<file path="src/sfpe_pkg.sv">
// ----------------------------------------------------------------------------
// sfpe_pkg
// Shared types, codes and constants of the SENT frame pulse encoder.
// ----------------------------------------------------------------------------
`default_nettype none

package sfpe_pkg;

	// frame geometry
	localparam int unsigned MAX_DATA_NIBBLES = 8;
	localparam logic [5:0] SYNC_TICKS = 6'd56;
	localparam logic [5:0] BASE_TICKS = 6'd12;
	localparam logic [5:0] END_TICKS = 6'd2;
	localparam logic [2:0] PULSE_TICKS = 3'd5;
	localparam logic [2:0] END_PULSE_TICKS = 3'd1;
	localparam logic [3:0] CRC_SEED = 4'h3;

	// configuration register indexes
	localparam logic [1:0] REG_NIBBLE_COUNT = 2'd0;
	localparam logic [1:0] REG_PAUSE_ENABLE = 2'd1;
	localparam logic [1:0] REG_IDLE_POLARITY = 2'd2;

	// period kinds as sent on segment_kind
	typedef enum logic [2:0] {
		KIND_SYNC   = 3'd0,
		KIND_STATUS = 3'd1,
		KIND_DATA   = 3'd2,
		KIND_CRC    = 3'd3,
		KIND_PAUSE  = 3'd4,
		KIND_END    = 3'd5
	} kind_t;

	// sequencer states
	typedef enum logic [2:0] {
		ST_IDLE,
		ST_SYNC,
		ST_STATUS,
		ST_DATA,
		ST_CRC,
		ST_PAUSE,
		ST_END
	} state_t;

	// sequencer to datapath controls
	typedef struct packed {
		logic  load;
		logic  step;
		logic  emit;
		kind_t kind;
	} ctrl_t;

	// one crc4 step: table lookup on crc xor nibble
	function automatic logic [3:0] crc_step(input logic [3:0] crc, input logic [3:0] nib);
		logic [3:0] idx;
		logic [3:0] res;
		idx = crc ^ nib;
		case (idx)
			4'h0: res = 4'd0;
			4'h1: res = 4'd13;
			4'h2: res = 4'd7;
			4'h3: res = 4'd10;
			4'h4: res = 4'd14;
			4'h5: res = 4'd3;
			4'h6: res = 4'd9;
			4'h7: res = 4'd4;
			4'h8: res = 4'd1;
			4'h9: res = 4'd12;
			4'hA: res = 4'd6;
			4'hB: res = 4'd11;
			4'hC: res = 4'd15;
			4'hD: res = 4'd2;
			4'hE: res = 4'd8;
			default: res = 4'd5;
		endcase
		return res;
	endfunction

endpackage

`default_nettype wire

</file>
<file path="src/sent_frame_pulse_encoder_unit.sv">
// ----------------------------------------------------------------------------
// sent_frame_pulse_encoder_unit
// SENT frame encoder: one frame request in, one result per line period out.
// ----------------------------------------------------------------------------
// Usage:
//   A frame request (status_nibble, data_nibbles) is taken at a clock edge
//   where start is high and busy is low. The block then sends one result per
//   cycle on the result ports, each marked by strobe for exactly one cycle:
//   sync, status, nibble_count data nibbles, crc, optional pause, end.
//   The first result is strobed once the request has passed the state
//   register and the result register; the results follow back to back, one
//   per cycle, the sequencer stepping one period per cycle through a shared
//   nibble/crc4 unit. busy stays high from the sync period through the end
//   period, and a new request can be taken once it is low again.
//   A request while nibble_count exceeds eight is taken and dropped: no
//   results, busy stays low.
//   Configuration (wr_en, wr_index, wr_data) is to be written by the user
//   only while idle; the block itself does not enforce this. The receiver
//   cannot stall; results must be taken when strobed. Reset clears the
//   sequencer and sets nibble_count 8, pause_enable 1, idle_polarity 0.
// ----------------------------------------------------------------------------
`default_nettype none

module sent_frame_pulse_encoder_unit (
	input  wire logic        clk,
	input  wire logic        arst_n,
	input  wire logic        start,
	output logic             busy,
	input  wire logic [3:0]  status_nibble,
	input  wire logic [31:0] data_nibbles,
	input  wire logic        wr_en,
	input  wire logic [1:0]  wr_index,
	input  wire logic [3:0]  wr_data,
	output logic             strobe,
	output logic [2:0]       segment_kind,
	output logic [3:0]       nibble_value,
	output logic [5:0]       period_ticks,
	output logic [2:0]       pulse_ticks,
	output logic             pulse_level,
	output logic             last
);
	import sfpe_pkg::*;

	logic [3:0] nibble_count_q;
	logic       pause_enable_q;
	logic       idle_polarity_q;
	ctrl_t      ctrl;
	logic [3:0] value;

	// configuration registers
	always_ff @(posedge clk or negedge arst_n) begin
		if (!arst_n) begin
			nibble_count_q  <= 4'd8;
			pause_enable_q  <= 1'b1;
			idle_polarity_q <= 1'b0;
		end else if (wr_en) begin
			unique case (wr_index)
				REG_NIBBLE_COUNT:  nibble_count_q  <= wr_data;
				REG_PAUSE_ENABLE:  pause_enable_q  <= wr_data[0];
				REG_IDLE_POLARITY: idle_polarity_q <= wr_data[0];
				default: ;
			endcase
		end
	end

	// sequencer
	sfpe_ctrl u_ctrl (
		.clk          (clk),
		.arst_n       (arst_n),
		.start        (start),
		.nibble_count (nibble_count_q),
		.pause_enable (pause_enable_q),
		.busy         (busy),
		.ctrl         (ctrl)
	);

	// nibble and crc unit
	sfpe_nib u_nib (
		.clk           (clk),
		.ctrl          (ctrl),
		.status_nibble (status_nibble),
		.data_nibbles  (data_nibbles),
		.nibble_count  (nibble_count_q),
		.value         (value)
	);

	// period formatter and result register
	sfpe_out u_out (
		.clk           (clk),
		.arst_n        (arst_n),
		.ctrl          (ctrl),
		.value         (value),
		.idle_polarity (idle_polarity_q),
		.strobe        (strobe),
		.segment_kind  (segment_kind),
		.nibble_value  (nibble_value),
		.period_ticks  (period_ticks),
		.pulse_ticks   (pulse_ticks),
		.pulse_level   (pulse_level),
		.last          (last)
	);

endmodule

`default_nettype wire

</file>
<file path="src/sfpe_ctrl.sv">
// ----------------------------------------------------------------------------
// sfpe_ctrl
// Frame sequencer: walks sync, status, data, crc, pause and end periods.
// ----------------------------------------------------------------------------
`default_nettype none

module sfpe_ctrl (
	input  wire logic         clk,
	input  wire logic         arst_n,
	input  wire logic         start,
	input  wire logic [3:0]   nibble_count,
	input  wire logic         pause_enable,
	output logic              busy,
	output sfpe_pkg::ctrl_t   ctrl
);
	import sfpe_pkg::*;

	state_t     state_q;
	state_t     state_d;
	logic [3:0] cnt_q;
	logic       count_ok;
	logic       accept;

	// a request is taken while idle; a frame starts only when the nibble count is in range
	assign count_ok = (nibble_count <= 4'(MAX_DATA_NIBBLES));
	assign accept   = start && (state_q == ST_IDLE);
	assign busy     = (state_q != ST_IDLE);

	// next state
	always_comb begin
		state_d = state_q;
		unique case (state_q)
			ST_IDLE:   if (start && count_ok) state_d = ST_SYNC;
			ST_SYNC:   state_d = ST_STATUS;
			ST_STATUS: state_d = (cnt_q != 4'd0) ? ST_DATA : ST_CRC;
			ST_DATA:   if (cnt_q == 4'd1) state_d = ST_CRC;
			ST_CRC:    state_d = pause_enable ? ST_PAUSE : ST_END;
			ST_PAUSE:  state_d = ST_END;
			ST_END:    state_d = ST_IDLE;
			default:   state_d = ST_IDLE;
		endcase
	end

	// outputs per state
	always_comb begin
		ctrl.load = accept;
		ctrl.step = 1'b0;
		ctrl.emit = 1'b1;
		ctrl.kind = KIND_SYNC;
		unique case (state_q)
			ST_IDLE:   ctrl.emit = 1'b0;
			ST_SYNC:   ctrl.kind = KIND_SYNC;
			ST_STATUS: ctrl.kind = KIND_STATUS;
			ST_DATA: begin
				ctrl.kind = KIND_DATA;
				ctrl.step = 1'b1;
			end
			ST_CRC:    ctrl.kind = KIND_CRC;
			ST_PAUSE:  ctrl.kind = KIND_PAUSE;
			ST_END:    ctrl.kind = KIND_END;
			default:   ctrl.emit = 1'b0;
		endcase
	end

	// state and remaining data nibble count
	always_ff @(posedge clk or negedge arst_n) begin
		if (!arst_n) begin
			state_q <= ST_IDLE;
			cnt_q   <= 4'd0;
		end else begin
			state_q <= state_d;
			if (accept) begin
				cnt_q <= nibble_count;
			end else if (state_q == ST_DATA) begin
				cnt_q <= cnt_q - 4'd1;
			end
		end
	end

`ifndef ASSERT_OFF
	a_data_has_count: assert property (@(posedge clk) disable iff (!arst_n)
		(state_q == ST_DATA) |-> (cnt_q != 4'd0))
		else $error("data period with no nibbles left");

	a_drop_bad_count: assert property (@(posedge clk) disable iff (!arst_n)
		(accept && !count_ok) |=> (state_q == ST_IDLE))
		else $error("frame with out-of-range count not dropped");

	a_end_to_idle: assert property (@(posedge clk) disable iff (!arst_n)
		(state_q == ST_END) |=> (state_q == ST_IDLE))
		else $error("end period not followed by idle");
`endif

endmodule

`default_nettype wire

</file>
<file path="src/sfpe_nib.sv">
// ----------------------------------------------------------------------------
// sfpe_nib
// Nibble unit: data shift register and the shared crc4 step.
// ----------------------------------------------------------------------------
`default_nettype none

module sfpe_nib (
	input  wire logic        clk,
	input  wire sfpe_pkg::ctrl_t ctrl,
	input  wire logic [3:0]  status_nibble,
	input  wire logic [31:0] data_nibbles,
	input  wire logic [3:0]  nibble_count,
	output logic [3:0]       value
);
	import sfpe_pkg::*;

	logic [31:0] data_q;
	logic [3:0]  status_q;
	logic [3:0]  crc_q;

	// load on request, shift one nibble and step the crc per data period
	always_ff @(posedge clk) begin
		if (ctrl.load) begin
			data_q   <= data_nibbles;
			status_q <= status_nibble;
			crc_q    <= (nibble_count != 4'd0) ? CRC_SEED : 4'd0;
		end else if (ctrl.step) begin
			data_q <= {4'd0, data_q[31:4]};
			crc_q  <= crc_step(crc_q, data_q[3:0]);
		end
	end

	// value coded by the current period
	always_comb begin
		case (ctrl.kind)
			KIND_STATUS: value = status_q;
			KIND_DATA:   value = data_q[3:0];
			KIND_CRC:    value = crc_q;
			default:     value = 4'd0;
		endcase
	end

endmodule

`default_nettype wire

</file>
<file path="src/sfpe_out.sv">
// ----------------------------------------------------------------------------
// sfpe_out
// Period formatter and result register.
// ----------------------------------------------------------------------------
`default_nettype none

module sfpe_out (
	input  wire logic        clk,
	input  wire logic        arst_n,
	input  wire sfpe_pkg::ctrl_t ctrl,
	input  wire logic [3:0]  value,
	input  wire logic        idle_polarity,
	output logic             strobe,
	output logic [2:0]       segment_kind,
	output logic [3:0]       nibble_value,
	output logic [5:0]       period_ticks,
	output logic [2:0]       pulse_ticks,
	output logic             pulse_level,
	output logic             last
);
	import sfpe_pkg::*;

	logic       strobe_q;
	logic [2:0] kind_q;
	logic [3:0] value_q;
	logic [5:0] period_q;
	logic [2:0] pulse_q;
	logic       level_q;
	logic       last_q;
	logic [5:0] period_d;

	// period length by kind
	always_comb begin
		case (ctrl.kind)
			KIND_SYNC: period_d = SYNC_TICKS;
			KIND_END:  period_d = END_TICKS;
			default:   period_d = BASE_TICKS + {2'd0, value};
		endcase
	end

	// result strobe
	always_ff @(posedge clk or negedge arst_n) begin
		if (!arst_n) begin
			strobe_q <= 1'b0;
		end else begin
			strobe_q <= ctrl.emit;
		end
	end

	// result payload
	always_ff @(posedge clk) begin
		if (ctrl.emit) begin
			kind_q   <= ctrl.kind;
			value_q  <= value;
			period_q <= period_d;
			pulse_q  <= (ctrl.kind == KIND_END) ? END_PULSE_TICKS : PULSE_TICKS;
			level_q  <= ~idle_polarity;
			last_q   <= (ctrl.kind == KIND_END);
		end
	end

	assign strobe       = strobe_q;
	assign segment_kind = kind_q;
	assign nibble_value = value_q;
	assign period_ticks = period_q;
	assign pulse_ticks  = pulse_q;
	assign pulse_level  = level_q;
	assign last         = last_q;

`ifndef ASSERT_OFF
	a_strobe_follows_emit: assert property (@(posedge clk) disable iff (!arst_n)
		ctrl.emit |=> strobe_q)
		else $error("emitted period not strobed");

	a_last_is_short: assert property (@(posedge clk) disable iff (!arst_n)
		(strobe_q && last_q) |-> ((period_q == END_TICKS) && (pulse_q == END_PULSE_TICKS)))
		else $error("end period with wrong timing");

	a_sync_then_status: assert property (@(posedge clk) disable iff (!arst_n)
		(ctrl.emit && (ctrl.kind == KIND_SYNC)) |=> (ctrl.emit && (ctrl.kind == KIND_STATUS)))
		else $error("sync not followed by status");
`endif

endmodule

`default_nettype wire
</file>
<file path="config.mk">
export PLATFORM = sky130hd
export DESIGN_NAME = sent_frame_pulse_encoder_unit
export DESIGN_NICKNAME = d
export VERILOG_FILES = /design/src/sfpe_pkg.sv /design/src/sent_frame_pulse_encoder_unit.sv /design/src/sfpe_ctrl.sv /design/src/sfpe_nib.sv /design/src/sfpe_out.sv
export SDC_FILE = /design/constraint.sdc
export NUM_CORES = 1
export LEC_CHECK = 0
export CAP_MARGIN = 0
export CORE_MARGIN = 8
export CORE_UTILIZATION = 35
export CTS_BUF_LIST = sky130_fd_sc_hd__clkbuf_4
export DETAILED_ROUTE_END_ITERATION = 7
export DONT_BUFFER_PORTS = 1
export SYNTH_ARGS = -nofsm -noshare
export SYNTH_HDL_FRONTEND = slang
export SYNTH_SLANG_ARGS = --single-unit
</file>
<file path="constraint.sdc">
create_clock -name clk -period 5.53 [get_ports clk]
set_clock_uncertainty 0.1 [all_clocks]
set_input_delay 0.553 -clock clk [delete_from_list [all_inputs] [get_ports clk]]
set_output_delay 0.553 -clock clk [all_outputs]
set_load 0.005 [all_outputs]
</file>
* Word-level counts from Yosys, hierarchy flattened *
Memories as Yosys holds them, arrays and structs flattened.
Index checks and enable logic that the tools add are counted.

operators by class
  mux-type cells = 18
  $add $sub $neg = 2
  reduce and logical (&&, ||, !) cells = 15
  bitwise operators = 2
  magnitude comparators = 1
  equal/unequal tests = 15

operators with widths
  operator             count
  $mux 32              2
  $pmux 3 s6           1
  $mux 4               4
  $pmux 3 s5           1
  $eq 3x2->1 const B   4
  $eq 3x3->1 const B   4
  $mux 3               4
  $pmux 4 s3           1
  $pmux 6 s2           1
  $reduce_and 2->1     4
  $reduce_bool 4->1    2
  $eq 3x1->1 const B   2
  $logic_not 3->1      2
  $reduce_or 6->1      1
  $add 4x4->5 const A  1
  $eq 4x1->1 const B   1
  $le 4x4->1 const B   1
  $mux 2               2
  $reduce_bool 2->1    2
  $sub 4x1->4 const B  1
  $xor 4x4->4          1
  $reduce_bool 3->1    1
  $eq 2x1->1 const B   1
  $eq 2x2->1 const B   1
  other kinds (6)      8

storage, ports and cells
  bits in registers = 72
  bits in read-only memories = 64
  memories = 1
  output and inout bits = 20
  input port bits = 46
  word-level logic and storage cells = 69

memories
  memory           depth  width  rd ports  clocked after memory_dff  write ports  line            text
  (no name shown)  16     4      1         0                         0            sfpe_pkg.sv:57  case (idx)

* Longest topological paths before layout *
Gate-level depths: netlist of the first run.

  depth after elaboration = 6
  depth in mapped cells = 6

* Cells and area by module *
From an unflattened synthesis of the first run, not the netlist that was laid out.

unflattened totals
  cells, all modules = 215
  area, all modules = 3,244.4 um^2

by module, submodules not included
  module                         seq. area each (um^2)  instances  cells an instance  area an instance (um^2)
  sfpe_nib                       1,201.2                1          104                1,821.7
  sfpe_out                       505.5                  1          42                 646.9
  sfpe_ctrl                      175.2                  1          54                 521.8
  sent_frame_pulse_encoder_unit  152.6                  1          15                 254.0

* Least setup slack after synthesis of the first run *
No wires, ideal clock.

  path kind = register to register
  start = reg u_ctrl.state_q[1]
  end = reg u_nib.crc_q[0] (enable)
  setup slack = 3,742 ps
  stages on the path, launching flop included = 5
  buffers on the path = 1
  required time = 5,055 ps
  arrival = 1,312 ps
  library setup time = 375 ps
  cell sequence = dfrtp_1 buf_4 nand3b_4 nor2b_4 inv_2

on the way
  cells in the longest elaborated chain, start to end = 3

ends and longest elaborated chain
  element                                               line                              text
  start, declared                                       sfpe_ctrl.sv:18                   state_t state_q;
  start signal, assigned                                sfpe_ctrl.sv:71                   state_q <= state_d;
  $eq 3x2->1 / $logic_not 3->1 (equally long branches)  sfpe_ctrl.sv:50, sfpe_ctrl.sv:26
  $mux 1 / $logic_and 1x1->1 (equally long branches)    sfpe_ctrl.sv:50, sfpe_ctrl.sv:26
  $reduce_bool 2->1 (no line) *                         -
  end signal, assigned                                  sfpe_nib.sv:26                    crc_q <= (nibble_count != 4'd0) ? CRC_SEED : 4'd0;
  end signal, assigned                                  sfpe_nib.sv:29                    crc_q <= crc_step(crc_q, data_q[3:0]);
  end, declared                                         sfpe_nib.sv:19                    logic [3:0] crc_q;

Every way passes the cells marked *; elsewhere a longest branch is shown, timed or not.
A chain may end at the register's enable or synchronous reset.

* Worst setup path in the final report of the first run *
  start = reg u_ctrl.state_q[1]
  end = reg u_ctrl.cnt_q[1]

on the way
  cells in the longest elaborated chain, start to end = 3

ends and longest elaborated chain
  element                                             line             text
  $logic_not 3->1                                     sfpe_ctrl.sv:26  assign accept = start && (state_q == ST_IDLE);
  $logic_and 1x1->1                                   sfpe_ctrl.sv:26
  $mux 4 / $reduce_bool 2->1 (equally long branches)  -
  end signal, assigned                                sfpe_ctrl.sv:73  cnt_q <= nibble_count;
  end signal, assigned                                sfpe_ctrl.sv:75  cnt_q <= cnt_q - 4'd1;
  end, declared                                       sfpe_ctrl.sv:20  logic [3:0] cnt_q;

Parallel ways exist; a longest one is shown, timed or not.

==> impl_metrics.json, run 1 <==
{
  "slew_viol_final": 0,
  "synth_area_um2": 3120,
  "tightestPinTransition_ps": 1150,
  "fp-row-count": 34,
  "via_per_inst": 4.73,
  "fmax_ghz": 0.265,
  "worstSetupPathType": "reg2reg",
  "worst_ep_required_time_ps": 5680,
  "die_h_um": 110,
  "fp.coreArea_um2": 8680,
  "postCtsSetupBuffers": 0,
  "rsz0062_at_grt": "false",
  "drt_iter0_drc": 96,
  "worstReg2RegEnd": "u_ctrl.cnt_q[1]$_DFFE_PN0P_",
  "synth_seq_area_share": 0.651,
  "drc": 0,
  "cts_buffers": 9,
  "clockBufferDepth": 2,
  "grt_pass1_vias": 1803,
  "layout_commonest_cell": "nand2_1",
  "cts.reportedPaths.clkPinSlew_ps": 110,
  "grt_start_max_net_pins": 46,
  "tritoncts": "built",
  "synthCells": 266,
  "synthDistinctLibCells": 37,
  "wire_per_inst_um": 15.0,
  "die_w_um": 110,
  "r2r_setup_slack_ps": 1750,
  "intPower_mw": 1.40,
  "fin_cells": 378,
  "worstHoldStart": "status_nibble[0]",
  "power_mw": 2.10,
  "path_max_fanout": 45,
  "cp-start-kind": "flip-flop",
  "place_hpwl_um": 4010,
  "synth-seq-cells": 70,
  "setup-violations-final": 0,
  "min_period_ps": 3780,
  "syn_to_final_growth_pct": 7.05,
  "dr_total_vias": 1788,
  "crit_arrival_ps": 3920,
  "cts_sinks": 70,
  "postSynthAreaPerCell_um2": 11.7,
  "clkPwrFrac": 0.168,
  "pwr-share-comb": 0.311,
  "die-area_um2": 12200,
  "cp-end-kind": "flip-flop",
  "antenna-diode-count": 0,
  "post-place-cells": 361,
  "fin_tns_setup_ps": 0,
  "initial_core_util": 0.360,
  "max_slew_margin": 0.230,
  "placed_cell_area_um2": 3180,
  "clk-insertion-delay-late_ps": 400,
  "antenna_found_initial": 0,
  "status": "finished, final reports clean",
  "grt_pass1_wl_um": 9160,
  "total_leakage_power_nw": 1.34,
  "synth_area_leader_cell": "edfxtp_1",
  "ys_warn_count": 0,
  "synth.area.top_cells": "edfxtp_1 54%, nand2_1 11%, dfrtp_1 9.6%",
  "ioPinCount": 66,
  "period_share": 0.683,
  "grtUsageTotal": 0.0934,
  "ctsResizeCount": 0,
  "final_cell_mix": "92 x nand2_1, 56 x edfxtp_1, 12 x dfrtp_1, 10 x nor2_1, 9 x clkbuf_4",
  "wl_um": 5680,
  "syn_nets": 314,
  "ant_nets": 0,
  "gp_congestion": 0.744,
  "p_seq_frac": 0.521,
  "htreeDepth": 3,
  "ctsHoldBuffers": 1,
  "drv_cap": 0,
  "worstHoldPathCells": 0,
  "final_core_util": 0.385,
  "dr.pass1.iters": 4,
  "ir_worst_vdd_uv": 200,
  "p_sw_frac": 0.337,
  "synth_top_area_share": 0.538,
  "hold_viol": 0,
  "nets": 313,
  "drive_gt1_frac": 0.119,
  "hp-class": "in2reg",
  "final_cell_area_um2": 3340,
  "hold_end": "u_nib.status_q[0]$_DFFE_PP_",
  "clockRootBuffer": "clkbuf_4",
  "grt-ovfl-total": 0,
  "reg2regPathDepth": 6,
  "p_per_area_nw_per_um2": 629,
  "p_switching_mw": 0.708,
  "reg2reg_from": "u_ctrl.state_q[1]$_DFFE_PN0P_",
  "io_buffers": 0
}
==> critical path, stage by stage (launching register included) <==
cell,delay [ps]
dfrtp_1,580
nor2_1,240
nand3b_1,790
inv_2,970
nor2b_4,90
inv_2,590
o221ai_1,230
==> synthesized netlist by cell type (all sizes together) <==
| master | instances |
|---|---|
| nand2 | 92 |
| edfxtp | 56 |
| dfrtp | 12 |
| buf | 11 |
| nor2 | 10 |
| inv | 9 |
| xnor2 | 8 |
| o21ai | 7 |
| and2 | 6 |
| mux2 | 6 |
| nand2b | 6 |
| mux2i | 5 |
| nand3b | 5 |
| or3 | 4 |
| a21oi | 3 |
| nor3 | 3 |
| xor2 | 3 |
| clkbuf | 2 |
| conb | 2 |
| dfstp | 2 |
| ha | 2 |
| nand3 | 2 |
| nor3b | 2 |
| o32ai | 2 |
| a2bb2oi | 1 |
| nor2b | 1 |
| o211ai | 1 |
| o221ai | 1 |
| o2bb2ai | 1 |
| o311ai | 1 |
==> kinds of logic after synthesis <==
| group | count (synthesis) | share of synthesized area |
|---|---|---|
| flip-flops | 70 | 0.651 |
| other | 2 | 0.00240 |
| multiplexers | 11 | 0.0376 |
| AO/OA/AOI/OAI | 17 | 0.0392 |
| adder cells (fa/ha/maj) | 2 | 0.00801 |
| AND/OR/NAND/NOR | 131 | 0.194 |
| buffers and inverters | 22 | 0.0368 |
| XOR/XNOR | 11 | 0.0308 |
==> per-layer routing <==
metal | share of wire | global-route usage
met4 | 0.015 | 0.0351
met5 | 0 | 0
met3 | 0.077 | 0.0509
met2 | 0.46 | 0.143
met1 | 0.44 | 0.106
==> area by class of cell <==
cell class | count | area (um2)
fill | 890 | 5330
sequential | 70 | 2030
multi-input combinational | 174 | 975
tap | 108 | 135
clock inverter | 7 | 88.8
clock buffer | 9 | 67.6
inverter | 9 | 33.8
timing repair buffer | 1 | 10.0
==> power by group through the flow <==
stage               combinational (mW)  clock [mW]  sequential [mW]
floorplan                        0.602           0             1.04
global placement                 0.645           0             1.10
detailed placement               0.661           0             1.12
CTS                              0.669       0.369             1.10
global route                     0.757       0.393             1.13
finish                           0.654       0.354             1.10
==> sequential cells by signal, indices dropped and copies added, names as in the netlist, 3 cells and up <==
signal,flops
u_nib.crc_q,4
u_out.nibble_value,4
u_out.segment_kind,3
u_ctrl.cnt_q,4
u_nib.data_q,32
u_nib.status_q,4
u_ctrl.state_q,3
u_out.period_ticks,6
nibble_count_q,4
==> worst max path at each step <==
stage                                        to  slack [ps]                           from
floorplan              u_nib.crc_q[0]$_DFFE_PP_        3740  u_ctrl.state_q[1]$_DFFE_PN0P_
global placement    u_ctrl.cnt_q[1]$_DFFE_PN0P_        1760  u_ctrl.state_q[0]$_DFFE_PN0P_
detailed placement  u_ctrl.cnt_q[1]$_DFFE_PN0P_        1660  u_ctrl.state_q[1]$_DFFE_PN0P_
CTS                 u_ctrl.cnt_q[1]$_DFFE_PN0P_        1630  u_ctrl.state_q[1]$_DFFE_PN0P_
global route        u_ctrl.cnt_q[1]$_DFFE_PN0P_        1250  u_ctrl.state_q[1]$_DFFE_PN0P_
finish              u_ctrl.cnt_q[1]$_DFFE_PN0P_        1750  u_ctrl.state_q[1]$_DFFE_PN0P_
==> per-stage QoR <==
stage          hold WS, ps  setup slack, ps
2_1_floorplan          157             3740
3_3_place_gp           158             1760
3_5_place_dp           158             1660
4_1_cts                104             1630
5_1_grt               90.3             1250
6_report               138             1750
Note: power is estimated with default switching activity, not from simulation.
==> inputs of run 2 (changes only) <==
- clock period: 5.53 -> 3.2 ns (I/O delays scaled with it)
==> run 2 against run 1 <==
Worst hold slack got worse by 95 ps. Clock power rose by 97%. Die area did not move. Worst setup slack got worse by 810 ps. Count of clock-buffer cells in the layout rose by 2. Register-to-register slack got worse by 810 ps. Final area rose by 13%. Cell count rose by 11%. Critical path type unchanged.
==> impl_metrics.json, run 2 (same netlist as run 1, synthesis figures left out) <==
{
  "status": "finished, final reports clean",
  "postCtsSetupBuffers": 0,
  "grt_pass1_wl_um": 9960,
  "grt-ovfl-total": 0,
  "antenna_found_initial": 0,
  "die_w_um": 110,
  "cts_sinks": 70,
  "cp_num_buf_inv": 1,
  "final_cell_mix": "92 x nand2_1, 56 x edfxtp_1, 41 x dlygate4sd3_1, 12 x dfrtp_1, 11 x clkbuf_4",
  "worstSetupPathType": "reg2reg",
  "layout_commonest_cell": "nand2_1",
  "io_buffers": 0,
  "worst_ep_required_time_ps": 3350,
  "fp.coreArea_um2": 8680,
  "setup-violations-final": 0,
  "drive_gt1_frac": 0.106,
  "die_h_um": 110,
  "fp-row-count": 34,
  "ant_nets": 0,
  "path_max_fanout": 38,
  "grt_pass1_vias": 2137,
  "max_slew_margin": 0.484,
  "max_stage_delay_ps": 780,
  "dr.pass1.iters": 4,
  "gp_congestion": 0.703,
  "total_leakage_power_nw": 1.53,
  "n_fill_cell": 866,
  "fin_tns_setup_ps": 0,
  "min_period_ps": 2260,
  "clockRootBuffer": "clkbuf_4",
  "tightestPinTransition_ps": 773,
  "die-area_um2": 12200,
  "fin_cells": 420,
  "finalWorstSetupSlack_ps": 944,
  "whs_ps": 43.1,
  "wire_per_inst_um": 14.3,
  "p_per_area_nw_per_um2": 1000,
  "crit_arrival_ps": 2410,
  "grt_start_max_net_pins": 45,
  "dr_total_vias": 1966,
  "hp-class": "in2reg",
  "rsz0062_at_grt": "false",
  "period_share": 0.705,
  "cts.reportedPaths.clkPinSlew_ps": 110,
  "htreeDepth": 3,
  "via_per_inst": 4.68,
  "grtUsageTotal": 0.0997,
  "pre_cts_slack_ps": 885,
  "hold_viol": 0,
  "syn_to_final_growth_pct": 21.1,
  "tritoncts": "built",
  "cp-end-kind": "flip-flop",
  "drc": 0,
  "power_mw": 3.78,
  "drt_iter0_drc": 60,
  "ir_worst_vdd_uv": 378,
  "clk-insertion-delay-late_ps": 410,
  "clockBufferDepth": 2,
  "nets": 355,
  "cp_top_family": "flip-flops",
  "largest_reg_flops": 32,
  "wl_um": 6000,
  "top_register": "u_nib.data_q",
  "ioPinCount": 66,
  "cts_buffers": 9,
  "cpMaxStageDelayCell": "dfrtp_1",
  "place_hpwl_um": 4050,
  "crit_chain": "nand3b_4 > nor2b_4 > inv_2 > o221ai_1",
  "initial_core_util": 0.360,
  "fmax_ghz": 0.443,
  "post-place-cells": 363,
  "antenna-diode-count": 0,
  "cp-start-kind": "flip-flop",
  "drv_cap": 0,
  "slew_viol_final": 0
}
## run 2: cell count changes in the layout (fill, tap and decap cells not counted)
cell / previous run / this run
bufinv_16: 2 / 3
buf_4: 0 / 2
clkinvlp_4: 2 / 0
clkinv_1: 1 / 2
clkbuf_4: 9 / 11
clkinv_2: 2 / 0
dlygate4sd3_1: 1 / 41
## run 2: repair_timing
action                                  CTS  global route
hold endpoints to repair                 56             0
hold buffers                             41             0
gates resized for setup                   0             0
endpoints found under the setup margin    0             0
## run 2: per-stage QoR
stage                     utilization  cell area (um2)
final                           0.436             3780
after global routing            0.436             3780
after CTS                       0.436             3780
after detailed placement        0.368             3190
after global placement          0.368             3190
after floorplan                     -             3120
## run 2: area by class of cell
| class | instances | area, um2 | area share |
|---|---|---|---|
| well taps | 108 | 135 | 0.0357 |
| clock buffers | 11 | 82.6 | 0.0218 |
| flip-flops and latches | 70 | 2030 | 0.538 |
| repair buffers | 43 | 425 | 0.112 |
| clock inverters | 5 | 97.6 | 0.0258 |
| inverters | 9 | 33.8 | 0.00893 |
| multi-input cells | 174 | 975 | 0.258 |
## run 2: worst paths after layout
| path | startpoint | to | slack [ps] | depth (start not counted) |
|---|---|---|---|---|
| max in group asynchronous | arst_n | u_ctrl.cnt_q[1]$_DFFE_PN0P_ | 2310 | 1 |
| setup reg to reg | u_ctrl.state_q[0]$_DFFE_PN0P_ | u_ctrl.cnt_q[1]$_DFFE_PN0P_ | 940 | 4 |
| setup / recovery | u_ctrl.state_q[0]$_DFFE_PN0P_ | u_ctrl.cnt_q[1]$_DFFE_PN0P_ | 940 | 4 |
| hold reg to reg | u_nib.data_q[6]$_DFFE_PP_ | u_nib.data_q[2]$_DFFE_PP_ | 420 | 2 |
| hold / removal | wr_en | idle_polarity_q$_DFFE_PN0P_ | 40 | 2 |
| min in group asynchronous | arst_n | idle_polarity_q$_DFFE_PN0P_ | 270 | 1 |
## run 2: metal layers
layer	wire length, um	global-route usage
met5	0	0
met3	318	0.0411
met4	113	0.0459
met2	2970	0.168
met1	2590	0.107
## run 2: worst reg2reg max path: cells and delay by family (launching register included)
| family | cells | cell delay [ps] |
|---|---|---|
| AND/OR/NAND/NOR | 2 | 430 |
| buffers and inverters | 1 | 560 |
| flip-flops | 1 | 780 |
| AO/OA/AOI/OAI | 1 | 240 |
## run 2: power breakdown
part / total [mW] / leakage, nW / switching [mW] / internal (mW)
Clock: 0.698 / 0.0961 / 0.289 / 0.409
Combinational: 1.19 / 0.722 / 0.692 / 0.495
Sequential: 1.90 / 0.711 / 0.250 / 1.65
Total: 3.78 / 1.53 / 1.23 / 2.55
